==> src/rtl/core/hct_pkg.sv <==
`timescale 1ns / 1ps
// ----------------------------------------------------------------------------
// hct_pkg
// Shared types, widths, control word layout and microcode for the cubic
// Hermite curve tessellator.
// ----------------------------------------------------------------------------
package hct_pkg;

  localparam int COORD_W   = 16;              // signed Q4.12 coordinate
  localparam int FRAC_W    = 16;              // unsigned Q0.16 curve parameter
  localparam int SEG_W     = 7;               // segment count register width
  localparam int WGT_W     = FRAC_W + 3;      // signed basis weight
  localparam int MB_W      = COORD_W + 1;     // second multiplier operand
  localparam int PROD_W    = WGT_W + MB_W;    // product width
  localparam int ACC_W     = PROD_W + 2;      // four-term sum
  localparam int DIV_N_W   = FRAC_W + 1;      // dividend is one in Q.16
  localparam int DIV_CNT_W = 5;
  localparam int DATA_W    = 32;
  localparam int ADDR_W    = 3;

  localparam logic [SEG_W-1:0] MAX_SEGMENTS  = 7'd64;
  localparam logic [SEG_W-1:0] SEG_RESET     = 7'd16;
  localparam logic [SEG_W-1:0] SEG_MIN       = 7'd2;
  localparam logic [0:0]       REG_SEG_COUNT = 1'b0;

  // microcode steps
  localparam int STEP_W = 4;
  localparam logic [STEP_W-1:0] ST_IDLE  = 4'd0;
  localparam logic [STEP_W-1:0] ST_DINIT = 4'd1;
  localparam logic [STEP_W-1:0] ST_DIV   = 4'd2;
  localparam logic [STEP_W-1:0] ST_TSTEP = 4'd3;
  localparam logic [STEP_W-1:0] ST_MTT   = 4'd4;
  localparam logic [STEP_W-1:0] ST_LT2   = 4'd5;
  localparam logic [STEP_W-1:0] ST_MT2T  = 4'd6;
  localparam logic [STEP_W-1:0] ST_LT3   = 4'd7;
  localparam logic [STEP_W-1:0] ST_LW    = 4'd8;
  localparam logic [STEP_W-1:0] ST_MW0   = 4'd9;
  localparam logic [STEP_W-1:0] ST_MW1   = 4'd10;
  localparam logic [STEP_W-1:0] ST_MW2   = 4'd11;
  localparam logic [STEP_W-1:0] ST_MW3   = 4'd12;
  localparam logic [STEP_W-1:0] ST_ACC   = 4'd13;
  localparam logic [STEP_W-1:0] ST_EMIT  = 4'd14;

  // jump conditions
  localparam logic [2:0] J_NEXT  = 3'd0;
  localparam logic [2:0] J_GOTO  = 3'd1;
  localparam logic [2:0] J_START = 3'd2;
  localparam logic [2:0] J_LOOP  = 3'd3;
  localparam logic [2:0] J_EMIT  = 3'd4;

  // multiplier operand selects
  localparam logic [2:0] M_TT  = 3'd0;
  localparam logic [2:0] M_T2T = 3'd1;
  localparam logic [2:0] M_W0  = 3'd2;
  localparam logic [2:0] M_W1  = 3'd3;
  localparam logic [2:0] M_W2  = 3'd4;
  localparam logic [2:0] M_W3  = 3'd5;

  // accumulator ops
  localparam logic [1:0] A_HOLD = 2'd0;
  localparam logic [1:0] A_LOAD = 2'd1;
  localparam logic [1:0] A_ADD  = 2'd2;

  typedef struct packed {
    logic signed [COORD_W-1:0] start_x;
    logic signed [COORD_W-1:0] start_y;
    logic signed [COORD_W-1:0] start_dx;
    logic signed [COORD_W-1:0] start_dy;
    logic signed [COORD_W-1:0] end_x;
    logic signed [COORD_W-1:0] end_y;
    logic signed [COORD_W-1:0] end_dx;
    logic signed [COORD_W-1:0] end_dy;
  } in_item_t;

  typedef struct packed {
    logic signed [COORD_W-1:0] point_x;
    logic signed [COORD_W-1:0] point_y;
    logic                      last_point;
  } out_item_t;

  typedef struct packed {
    logic              idle;
    logic              div_init;
    logic              div_step;
    logic              t_step;
    logic              t2_ld;
    logic              t3_ld;
    logic              w_ld;
    logic              mul_en;
    logic [2:0]        msel;
    logic [1:0]        acc_op;
    logic              emit;
    logic [2:0]        jcond;
    logic [STEP_W-1:0] target;
  } ctl_t;

  typedef struct packed {
    logic start_ok;
    logic loop_done;
    logic out_free;
    logic last;
  } sts_t;

  function automatic ctl_t ucode(input logic [STEP_W-1:0] step);
    ctl_t w;
    w = '0;
    w.jcond  = J_NEXT;
    w.msel   = M_TT;
    w.acc_op = A_HOLD;
    unique case (step)
      ST_IDLE: begin
        w.idle   = 1'b1;
        w.jcond  = J_START;
        w.target = ST_IDLE;
      end
      ST_DINIT: w.div_init = 1'b1;
      ST_DIV: begin
        w.div_step = 1'b1;
        w.jcond    = J_LOOP;
        w.target   = ST_DIV;
      end
      ST_TSTEP: w.t_step = 1'b1;
      ST_MTT: begin
        w.mul_en = 1'b1;
        w.msel   = M_TT;
      end
      ST_LT2: w.t2_ld = 1'b1;
      ST_MT2T: begin
        w.mul_en = 1'b1;
        w.msel   = M_T2T;
      end
      ST_LT3: w.t3_ld = 1'b1;
      ST_LW:  w.w_ld  = 1'b1;
      ST_MW0: begin
        w.mul_en = 1'b1;
        w.msel   = M_W0;
      end
      ST_MW1: begin
        w.mul_en = 1'b1;
        w.msel   = M_W1;
        w.acc_op = A_LOAD;
      end
      ST_MW2: begin
        w.mul_en = 1'b1;
        w.msel   = M_W2;
        w.acc_op = A_ADD;
      end
      ST_MW3: begin
        w.mul_en = 1'b1;
        w.msel   = M_W3;
        w.acc_op = A_ADD;
      end
      ST_ACC: w.acc_op = A_ADD;
      ST_EMIT: begin
        w.emit   = 1'b1;
        w.jcond  = J_EMIT;
        w.target = ST_TSTEP;
      end
      default: begin
        w.jcond  = J_GOTO;
        w.target = ST_IDLE;
      end
    endcase
    return w;
  endfunction

endpackage

==> src/rtl/core/hct_sequencer.sv <==
`timescale 1ns / 1ps
// ----------------------------------------------------------------------------
// hct_sequencer
// Step counter over the microcode store, with conditional jumps on datapath
// status.
// ----------------------------------------------------------------------------
module hct_sequencer (
  input  logic          clk,
  input  logic          rst_n,
  input  hct_pkg::sts_t sts,
  output hct_pkg::ctl_t ctl
);
  import hct_pkg::*;

  logic [STEP_W-1:0] step_r;
  logic [STEP_W-1:0] step_nxt;
  logic [STEP_W-1:0] step_inc;

  assign ctl      = ucode(step_r);
  assign step_inc = step_r + 1'b1;

  always_comb begin
    unique case (ctl.jcond)
      J_NEXT:  step_nxt = step_inc;
      J_GOTO:  step_nxt = ctl.target;
      J_START: step_nxt = sts.start_ok ? step_inc : ctl.target;
      J_LOOP:  step_nxt = sts.loop_done ? step_inc : ctl.target;
      // hold until the output register frees up, then loop or finish
      J_EMIT: begin
        if (!sts.out_free) begin
          step_nxt = step_r;
        end else if (sts.last) begin
          step_nxt = ST_IDLE;
        end else begin
          step_nxt = ctl.target;
        end
      end
      default: step_nxt = ST_IDLE;
    endcase
  end

  always_ff @(posedge clk) begin
    if (!rst_n) begin
      step_r <= ST_IDLE;
    end else begin
      step_r <= step_nxt;
    end
  end

endmodule

==> src/rtl/core/hct_datapath.sv <==
`timescale 1ns / 1ps
// ----------------------------------------------------------------------------
// hct_datapath
// Reciprocal divider, curve parameter stepper, shared multiplier pair,
// accumulators and output register, driven by the microcode control word.
// ----------------------------------------------------------------------------
module hct_datapath (
  input  logic                        clk,
  input  logic                        rst_n,
  input  hct_pkg::ctl_t               ctl,
  input  logic                        in_valid,
  input  hct_pkg::in_item_t           in_data,
  input  logic [hct_pkg::SEG_W-1:0]   seg_count,
  input  logic                        out_stall,
  output hct_pkg::sts_t               sts,
  output logic                        out_valid,
  output hct_pkg::out_item_t          out_data
);
  import hct_pkg::*;

  function automatic logic signed [COORD_W-1:0] finish(input logic signed [ACC_W-1:0] acc);
    logic signed [ACC_W-1:0] s;
    logic signed [ACC_W-1:0] sh;
    logic signed [COORD_W-1:0] r;
    s  = acc + ACC_W'(32768);
    sh = s >>> FRAC_W;
    if (sh > ACC_W'(32767)) begin
      r = {1'b0, {(COORD_W-1){1'b1}}};
    end else if (sh < -ACC_W'(32768)) begin
      r = {1'b1, {(COORD_W-1){1'b0}}};
    end else begin
      r = sh[COORD_W-1:0];
    end
    return r;
  endfunction

  in_item_t                  in_r;
  logic [SEG_W-1:0]          n_r;
  // divider for one over n: quotient and remainder per step of t
  logic [SEG_W-1:0]          rem_r;
  logic [FRAC_W-1:0]         quo_r;
  logic [DIV_N_W-1:0]        num_r;
  logic [DIV_CNT_W-1:0]      cnt_r;
  logic [SEG_W:0]            trial;
  logic                      trial_ge;
  // t = round(i/n) kept as quotient plus remainder
  logic [FRAC_W-1:0]         t_r;
  logic [SEG_W-1:0]          frac_r;
  logic [SEG_W-1:0]          idx_r;
  logic [SEG_W:0]            frac_sum;
  logic                      frac_wrap;
  logic [FRAC_W-1:0]         t2_r;
  logic [FRAC_W-1:0]         t3_r;
  logic [31:0]               round_sum;
  logic signed [WGT_W-1:0]   h00_r, h10_r, h01_r, h11_r;
  logic signed [WGT_W-1:0]   e_t, e_t2_1, e_t3_1, e_t2;
  logic signed [WGT_W-1:0]   mul_a;
  logic signed [MB_W-1:0]    mul_bx, mul_by;
  logic signed [PROD_W-1:0]  prod_x_r, prod_y_r;
  logic signed [ACC_W-1:0]   acc_x_r, acc_y_r;
  logic                      out_valid_r;
  out_item_t                 out_r;
  logic                      out_free;
  logic                      last;

  assign trial    = {rem_r, num_r[DIV_N_W-1]};
  assign trial_ge = trial >= {1'b0, n_r};

  assign frac_sum  = {1'b0, frac_r} + {1'b0, rem_r};
  assign frac_wrap = frac_sum >= {1'b0, n_r};

  assign round_sum = prod_x_r[31:0] + 32'd32768;

  // t values zero-extended, some doubled, for the basis weights
  assign e_t    = {3'b000, t_r};
  assign e_t2   = {3'b000, t2_r};
  assign e_t2_1 = {2'b00, t2_r, 1'b0};
  assign e_t3_1 = {2'b00, t3_r, 1'b0};

  always_comb begin
    case (ctl.msel)
      M_TT: begin
        mul_a  = e_t;
        mul_bx = {1'b0, t_r};
        mul_by = '0;
      end
      M_T2T: begin
        mul_a  = e_t2;
        mul_bx = {1'b0, t_r};
        mul_by = '0;
      end
      M_W0: begin
        mul_a  = h00_r;
        mul_bx = {in_r.start_x[COORD_W-1], in_r.start_x};
        mul_by = {in_r.start_y[COORD_W-1], in_r.start_y};
      end
      M_W1: begin
        mul_a  = h10_r;
        mul_bx = {in_r.start_dx[COORD_W-1], in_r.start_dx};
        mul_by = {in_r.start_dy[COORD_W-1], in_r.start_dy};
      end
      M_W2: begin
        mul_a  = h01_r;
        mul_bx = {in_r.end_x[COORD_W-1], in_r.end_x};
        mul_by = {in_r.end_y[COORD_W-1], in_r.end_y};
      end
      M_W3: begin
        mul_a  = h11_r;
        mul_bx = {in_r.end_dx[COORD_W-1], in_r.end_dx};
        mul_by = {in_r.end_dy[COORD_W-1], in_r.end_dy};
      end
      default: begin
        mul_a  = '0;
        mul_bx = '0;
        mul_by = '0;
      end
    endcase
  end

  assign out_free = !out_valid_r || !out_stall;
  assign last     = idx_r == (n_r - 1'b1);

  assign sts.start_ok  = in_valid && (seg_count >= SEG_MIN);
  assign sts.loop_done = cnt_r == '0;
  assign sts.out_free  = out_free;
  assign sts.last      = last;

  always_ff @(posedge clk) begin
    if (ctl.idle && in_valid) begin
      in_r <= in_data;
      n_r  <= seg_count;
    end
    if (ctl.div_init) begin
      rem_r  <= '0;
      quo_r  <= '0;
      num_r  <= {1'b1, {(DIV_N_W-1){1'b0}}};
      cnt_r  <= DIV_CNT_W'(DIV_N_W - 1);
      t_r    <= '0;
      frac_r <= n_r >> 1;
      idx_r  <= '0;
    end
    if (ctl.div_step) begin
      rem_r <= trial_ge ? SEG_W'(trial - {1'b0, n_r}) : trial[SEG_W-1:0];
      quo_r <= {quo_r[FRAC_W-2:0], trial_ge};
      num_r <= {num_r[DIV_N_W-2:0], 1'b0};
      cnt_r <= cnt_r - 1'b1;
    end
    if (ctl.t_step) begin
      frac_r <= frac_wrap ? SEG_W'(frac_sum - {1'b0, n_r}) : frac_sum[SEG_W-1:0];
      t_r    <= t_r + quo_r + FRAC_W'(frac_wrap);
      idx_r  <= idx_r + 1'b1;
    end
    if (ctl.t2_ld) begin
      t2_r <= round_sum[31:16];
    end
    if (ctl.t3_ld) begin
      t3_r <= round_sum[31:16];
    end
    if (ctl.w_ld) begin
      h00_r <= e_t3_1 - e_t2_1 - e_t2 + WGT_W'(65536);
      h10_r <= {3'b000, t3_r} - e_t2_1 + e_t;
      h01_r <= e_t2_1 + e_t2 - e_t3_1;
      h11_r <= {3'b000, t3_r} - e_t2;
    end
    if (ctl.mul_en) begin
      prod_x_r <= mul_a * mul_bx;
      prod_y_r <= mul_a * mul_by;
    end
    case (ctl.acc_op)
      A_LOAD: begin
        acc_x_r <= ACC_W'(prod_x_r);
        acc_y_r <= ACC_W'(prod_y_r);
      end
      A_ADD: begin
        acc_x_r <= acc_x_r + ACC_W'(prod_x_r);
        acc_y_r <= acc_y_r + ACC_W'(prod_y_r);
      end
      default: begin
        acc_x_r <= acc_x_r;
        acc_y_r <= acc_y_r;
      end
    endcase
    if (ctl.emit && out_free) begin
      out_r.point_x    <= finish(acc_x_r);
      out_r.point_y    <= finish(acc_y_r);
      out_r.last_point <= last;
    end
  end

  always_ff @(posedge clk) begin
    if (!rst_n) begin
      out_valid_r <= 1'b0;
    end else if (ctl.emit && out_free) begin
      out_valid_r <= 1'b1;
    end else if (!out_stall) begin
      out_valid_r <= 1'b0;
    end
  end

  assign out_valid = out_valid_r;
  assign out_data  = out_r;

endmodule

==> src/rtl/core/hermite_curve_tessellator.sv <==
`timescale 1ns / 1ps
// ----------------------------------------------------------------------------
// hermite_curve_tessellator
// Cubic Hermite curve tessellator: one request of two points and two
// tangents gives the N-1 interior curve points at t = i/N.
// ----------------------------------------------------------------------------
//  channel   direction  handshake                 payload
//  in_       input      in_valid / in_stall       in_item_t (8 x Q4.12)
//  out_      output     out_valid / out_stall     out_item_t (x, y, last)
//  apb       input      psel/penable/pwrite/ready segment_count at 0x0
//
//  a request runs the radix-2 divider forming 1/N, then 12 microcode
//  steps per point on the shared multiplier pair and accumulators
//  one request at a time; in_stall is low only in the idle step
//  a stalled output holds the sequencer in its emit step
//  synchronous active-low reset sets segment_count to 16
// ----------------------------------------------------------------------------
module hermite_curve_tessellator (
  input  logic                          clk,
  input  logic                          rst_n,
  input  logic                          in_valid,
  output logic                          in_stall,
  input  hct_pkg::in_item_t             in_data,
  output logic                          out_valid,
  input  logic                          out_stall,
  output hct_pkg::out_item_t            out_data,
  input  logic                          psel,
  input  logic                          penable,
  input  logic                          pwrite,
  input  logic [hct_pkg::ADDR_W-1:0]    paddr,
  input  logic [hct_pkg::DATA_W-1:0]    pwdata,
  output logic [hct_pkg::DATA_W-1:0]    prdata,
  output logic                          pready
);
  import hct_pkg::*;

  logic [SEG_W-1:0] seg_r;
  logic [SEG_W-1:0] seg_nxt;
  logic             reg_hit;
  logic             wr_en;
  ctl_t             ctl;
  sts_t             sts;

  assign pready  = 1'b1;
  assign reg_hit = paddr[2:2] == REG_SEG_COUNT;
  assign wr_en   = psel && penable && pwrite && pready && reg_hit;
  assign seg_nxt = (pwdata[SEG_W-1:0] > MAX_SEGMENTS) ? MAX_SEGMENTS : pwdata[SEG_W-1:0];
  assign prdata  = reg_hit ? {{(DATA_W-SEG_W){1'b0}}, seg_r} : '0;

  always_ff @(posedge clk) begin
    if (!rst_n) begin
      seg_r <= SEG_RESET;
    end else if (wr_en) begin
      seg_r <= seg_nxt;
    end
  end

  assign in_stall = !ctl.idle;

  hct_sequencer u_seq (
    .clk   (clk),
    .rst_n (rst_n),
    .sts   (sts),
    .ctl   (ctl)
  );

  hct_datapath u_dp (
    .clk       (clk),
    .rst_n     (rst_n),
    .ctl       (ctl),
    .in_valid  (in_valid),
    .in_data   (in_data),
    .seg_count (seg_r),
    .out_stall (out_stall),
    .sts       (sts),
    .out_valid (out_valid),
    .out_data  (out_data)
  );

endmodule
==> config.mk <==
export PLATFORM = sky130hd
export DESIGN_NAME = hermite_curve_tessellator
export DESIGN_NICKNAME = d
export VERILOG_FILES = /design/src/rtl/core/hct_pkg.sv /design/src/rtl/core/hct_sequencer.sv /design/src/rtl/core/hct_datapath.sv /design/src/rtl/core/hermite_curve_tessellator.sv
export SDC_FILE = /design/constraint.sdc
export NUM_CORES = 2
export LEC_CHECK = 0
export BUFFER_PORTS_ARGS = -buffer_cell sky130_fd_sc_hd__clkbuf_2
export CORE_MARGIN = 2
export CORE_UTILIZATION = 40
export DETAILED_ROUTE_END_ITERATION = 16
export SLEW_MARGIN = 30
export SYNTH_ARGS = -nofsm -noshare
export SYNTH_HDL_FRONTEND = slang
export SYNTH_HIERARCHICAL = 1
export SYNTH_SLANG_ARGS = --single-unit
==> constraint.sdc <==
create_clock -name clk -period 12.7 [get_ports clk]
set_input_delay 1.27 -clock clk [delete_from_list [all_inputs] [get_ports clk]]
set_output_delay 1.27 -clock clk [all_outputs]
set_load 0.005 [all_outputs]
## Word-level counts from Yosys, hierarchy flattened

Index checks and enable logic that the tools add are counted.

| word-level totals | value |
|---|---|
| register bits | 495 |
| word-level logic and storage cells | 153 |
| output and inout bits | 68 |

| cells by class | value |
|---|---|
| $lt $le $gt $ge | 8 |
| reduce and logical (&&, ||, !) cells | 20 |
| add/subtract/negate cells | 22 |
| multipliers | 2 |
| bitwise logic cells | 1 |
| multiplexer cells | 40 |
| equality and inequality tests | 28 |

Operator list:

| operator | count |
|---|---|
| one-hot mux 38 bit (2 select lines) | 2 |
| one-hot mux 19 bit (6 select lines) | 1 |
| one-hot mux 17 bit (5 select lines) | 1 |
| 2-to-1 mux 16 bit | 5 |
| adder 38 x 17 -> 38 bit (second input constant) | 2 |
| adder 38 x 36 -> 38 bit | 2 |
| multiplier 19 x 17 -> 36 bit | 2 |
| one-hot mux 17 bit (4 select lines) | 1 |
| 2-to-1 mux 7 bit | 9 |
| > comparator 22 x 16 -> 1 bit (second input constant) | 2 |
| < comparator 22 x 16 -> 1 bit (second input constant) | 2 |
| adder 32 x 16 -> 32 bit (second input constant) | 1 |
| equality test 4 bit (second input constant) | 7 |
| one-hot mux 7 bit (4 select lines) | 1 |
| one-hot mux 4 bit (6 select lines) | 1 |
| one-hot mux 4 bit (5 select lines) | 1 |
| adder 19 x 16 -> 19 bit | 1 |
| adder 19 x 18 -> 19 bit (second input constant) | 1 |
| subtractor 19 x 17 -> 19 bit | 1 |
| subtractor 19 x 18 -> 19 bit | 1 |
| adder 17 x 16 -> 18 bit | 1 |
| subtractor 16 x 17 -> 18 bit | 1 |
| subtractor 17 x 17 -> 18 bit | 1 |
| 2-to-1 mux 17 bit | 1 |
| other kinds (37) | 73 |

## Longest topological paths before layout

| depth | value |
|---|---|
| depth after elaboration | 6 |
| depth in mapped cells | 38 |

## Hierarchy

The synthesis kept the hierarchy.

Modules (own cells, without submodules):

| module | cells an instance | seq. area each (um2) | area each (um2) | instances |
|---|---|---|---|---|
| hct_datapath | 5,061 | 14,433.8 | 51,634.5 | 1 |
| hermite_curve_tessellator | 67 | 140.1 | 619.3 | 1 |
| hct_sequencer | 75 | 80.1 | 530.5 | 1 |

## Worst setup path before layout

Ideal clock, no wire load.

| timing | value |
|---|---|
| kind | register to register |
| start | register u_seq.step_r[0] |
| end | register u_dp.prod_x_r[33], data pin |
| clock period less this slack | 8,429 ps |
| buffers on the path | 4 |
| setup time | 271 ps |
| setup slack | 4,271 ps |
| required time | 12,429 ps |
| stages on the path, launching flop included | 33 |
| arrival | 8,158 ps |
| cell sequence | dfxtp_1 inv_1 ha_1 buf_2 nand2b_1 o21ai_0 a21o_1 buf_2 buf_1 mux2i_1 o21ai_0 a221oi_1 clkbuf_1 nor2_1 fa_1 inv_1 fa_1 fa_1 inv_1 fa_1 fa_1 inv_1 fa_1 inv_1 ha_1 a2111oi_0 o21ai_0 o21ai_0 o211ai_1 a22oi_1 o21ai_1 a2111oi_0 nor4_1 |

RTL lines:

| what | line | source |
|---|---|---|
| start: declaration | hct_sequencer.sv:15 | `logic [STEP_W-1:0] step_r;` |
| start signal: assignment | hct_sequencer.sv:46 | `step_r <= step_nxt;` |
| end signal: assignment | hct_datapath.sv:166 | `prod_x_r <= mul_a * mul_bx;` |
| end: declaration | hct_datapath.sv:59 | `logic signed [PROD_W-1:0] prod_x_r, prod_y_r;` |

==> qor.yml <==
cts:
  clockBufferDepth: 3
  ctsHoldBuffers: 0
  cts_made_buffers: 59
  ctsHtreeMaxLevel: 2
  cts.clk_slew.worst_paths_ps: 60
  cts_repair_resize_count: 0
  cts.sinks: 492
  cts_root_buf: "clkbuf_16"
  clock_latency_ps: 700
  cts_setup_buffers: 0
  cts_tree: "done"
yosys:
  avgSynthCellArea_um2: 10.2
  yosys_warnings: 6
  syn_area_um2: 52700
  syn_inst: 5194
drt:
  vias: 37414
  wl_per_cell_um: 19.1
  vias_per_cell: 5.24
  drt-total-wl_um: 136000
  dr.pass1.iters: 5
  drc: 0
  drt-initial-drc-count: 2729
  detail-route-antenna-nets: 0
global_route:
  grt_pass1_wl_um: 216000
  grt_pass1_vias: 38212
  grt_max_degree: 80
  antenna_found_initial: 0
  grt_usage_pct: 20.4
  grt_overflow_total: 0
pwr:
  pwr-share-clk_pct: 12.5
  pwr-share-seq_pct: 18.1
  p_per_area_nw_per_um2: 244
  power_leakage_nw: 26.2
  max-vdd-ir-drop_uv: 651
  p_sw_mw: 6.65
  p_comb_share_pct: 69.4
  p_int_mw: 7.50
  p_sw_share_pct: 47.0
setup_path:
  r2r_cells: 26
  worstSetupPathType: "register to register"
  cp-end-kind: "register"
  reg2reg_from: "u_seq/step_r[2]"
  cp.arrival_ps: 11070
  critPathLaunchType: "register"
  crit_path_max_fanout: 39
  r2r-end: "u_dp/prod_y_r[35]"
  reg2reg_slack_ps: 2000
  critPathRequiredTime_ps: 13070
sta:
  setup_viol: 0
  hold_ws_ps: 501
  fin_skew_ps: 67.6
  worst_pin_slew_ps: 1020
  max_freq_ghz: 0.0934
  finalHoldViolCount: 0
  finalCriticalPeriod_ps: 10700
  rsz0062_at_grt: "false"
  finalCritPeriodShare_pct: 84.3
  slew_headroom_pct: 31.7
  totalNegativeSetupSlack_ps: 0
  slew_violations: 0
die:
  start_util_pct: 40.2
  boundaryPins: 238
  die_h_um: 367
  dieArea_um2: 135000
  fp.dieW_um: 367
  coreArea_um2: 131000
  rows: 133
min_path:
  hold_path_end: "seg_r[3]"
  min_from: "seg_r[3]"
  hold_class: "register to register"
  min_path_cells: 2
cells_and_area:
  nNetsFinal: 6579
  design_area_um2: 57900
  drive_above_1_share_pct: 10.3
  stdcell_count: 7138
  n_antenna_cell: 0
  area_delta_synth_final_pct: 9.80
placement:
  place_area_um2: 55800
  placement.io_buffers: 184
  place_inst: 7029
  gp_congestion: 0.878
  hpwl_um: 106000
run:
  cap_violations: 0
outcome:
  status: "complete, no violations"
[worst max path at each step]
stage                          startpoint                end  slack (ps)  cells after the start
after global placement    u_seq/step_r[2]  u_dp/prod_x_r[33]        2280                     27
final                     u_seq/step_r[2]  u_dp/prod_y_r[35]        2000                     26
after detailed placement  u_seq/step_r[2]  u_dp/prod_x_r[33]        2170                     26
after global routing      u_seq/step_r[2]  u_dp/prod_y_r[34]        1490                     28
after CTS                 u_seq/step_r[2]  u_dp/prod_x_r[33]        2070                     26
after floorplan           u_seq/step_r[0]  u_dp/prod_x_r[33]        4290                     32
[power by group through the flow]
stage | Sequential, mW | Clock (mW) | Combinational, mW
floorplan | 2.55 | 0 | 7.50
global placement | 2.59 | 0 | 9.60
detailed placement | 2.59 | 0 | 9.72
CTS | 2.56 | 1.82 | 9.80
global route | 2.57 | 1.87 | 11.2
finish | 2.56 | 1.77 | 9.82
[registers in the layout, summed over array words and instances, names as in the netlist, 16 cells and up]
name	cells
u_dp/acc_x_r	38
u_dp/acc_y_r	38
u_dp/h00_r	19
u_dp/h01_r	18
u_dp/h10_r	19
u_dp/h11_r	17
u_dp/in_r	128
u_dp/out_data	33
u_dp/prod_x_r	36
u_dp/prod_y_r	36
u_dp/quo_r	16
u_dp/t2_r	16
u_dp/t3_r	16
u_dp/t_r	16
[per-layer routing]
| metal | GRT usage [%] | up-vias | share of wire, % |
|---|---|---|---|
| met2 | 32.8 | 1100 | 45 |
| met1 | 28.6 | 18602 | 45 |
| met5 | 0 | - | 0 |
| met4 | 5.44 | 0 | 2.8 |
| met3 | 3.34 | 188 | 7.0 |
| li1 | - | 17524 | - |
[cells in the final DEF (no fill, tap or decap), types with 18 or more instances in the layout]
master	count
nand3_1	92
ha_1	390
edfxtp_1	480
nand4_1	26
and3_1	34
a211oi_1	27
o211ai_1	19
xnor2_1	193
and2_1	51
or2_2	43
nor2b_1	38
o21a_1	36
clkbuf_2	184
o21ai_0	107
a221o_1	27
clkbuf_16	59
a22oi_1	40
conb_1	26
buf_4	68
o21ai_1	44
mux2_2	47
nor2_1	547
fa_1	681
mux2i_1	30
a21oi_1	210
inv_1	827
nand2_1	381
a221oi_2	35
nand2b_1	39
or3_1	18
xor2_1	85
o21bai_1	27
a21o_1	76
nor3_1	53
o31ai_1	21
a31oi_1	20
[metrics by stage]
stage | setup WS [ps] | util, % | power (mW)
after global placement | 2280 | 42.5 | 12.2
final | 2000 | 44.2 | 14.1
after detailed placement | 2170 | 42.6 | 12.3
after global routing | 1490 | 44.2 | 15.6
after CTS | 2070 | 44.1 | 14.2
after floorplan | 4290 | - | 10.0
[cell type report]
| type | count | area [µm²] |
|---|---|---|
| multi-input cells | 3694 | 34400 |
| flip-flops and latches | 492 | 14700 |
| clock buffers | 63 | 1490 |
| well taps | 1755 | 2200 |
| inverters | 833 | 3130 |
| clock inverters | 44 | 527 |
| fillers | 12427 | 73200 |
| repair buffers | 257 | 1520 |
[worst max-delay path: stages, from the launching register on]
cell	delay, ps
dfxtp_1	790
mux2i_1	170
nor2_1	630
nand2b_1	570
nor2_4	690
buf_4	600
a22oi_1	180
nand2_1	130
a221o_1	750
nand2_1	190
fa_1	590
inv_1	50
fa_1	480
fa_1	570
fa_1	460
fa_1	550
inv_1	50
fa_1	520
inv_1	40
ha_1	340
a211oi_1	300
a41oi_1	330
a211o_1	460
a22oi_1	290
a21oi_1	160
a31oi_1	220
xnor2_1	160
(Power assumes the default switching activity.)
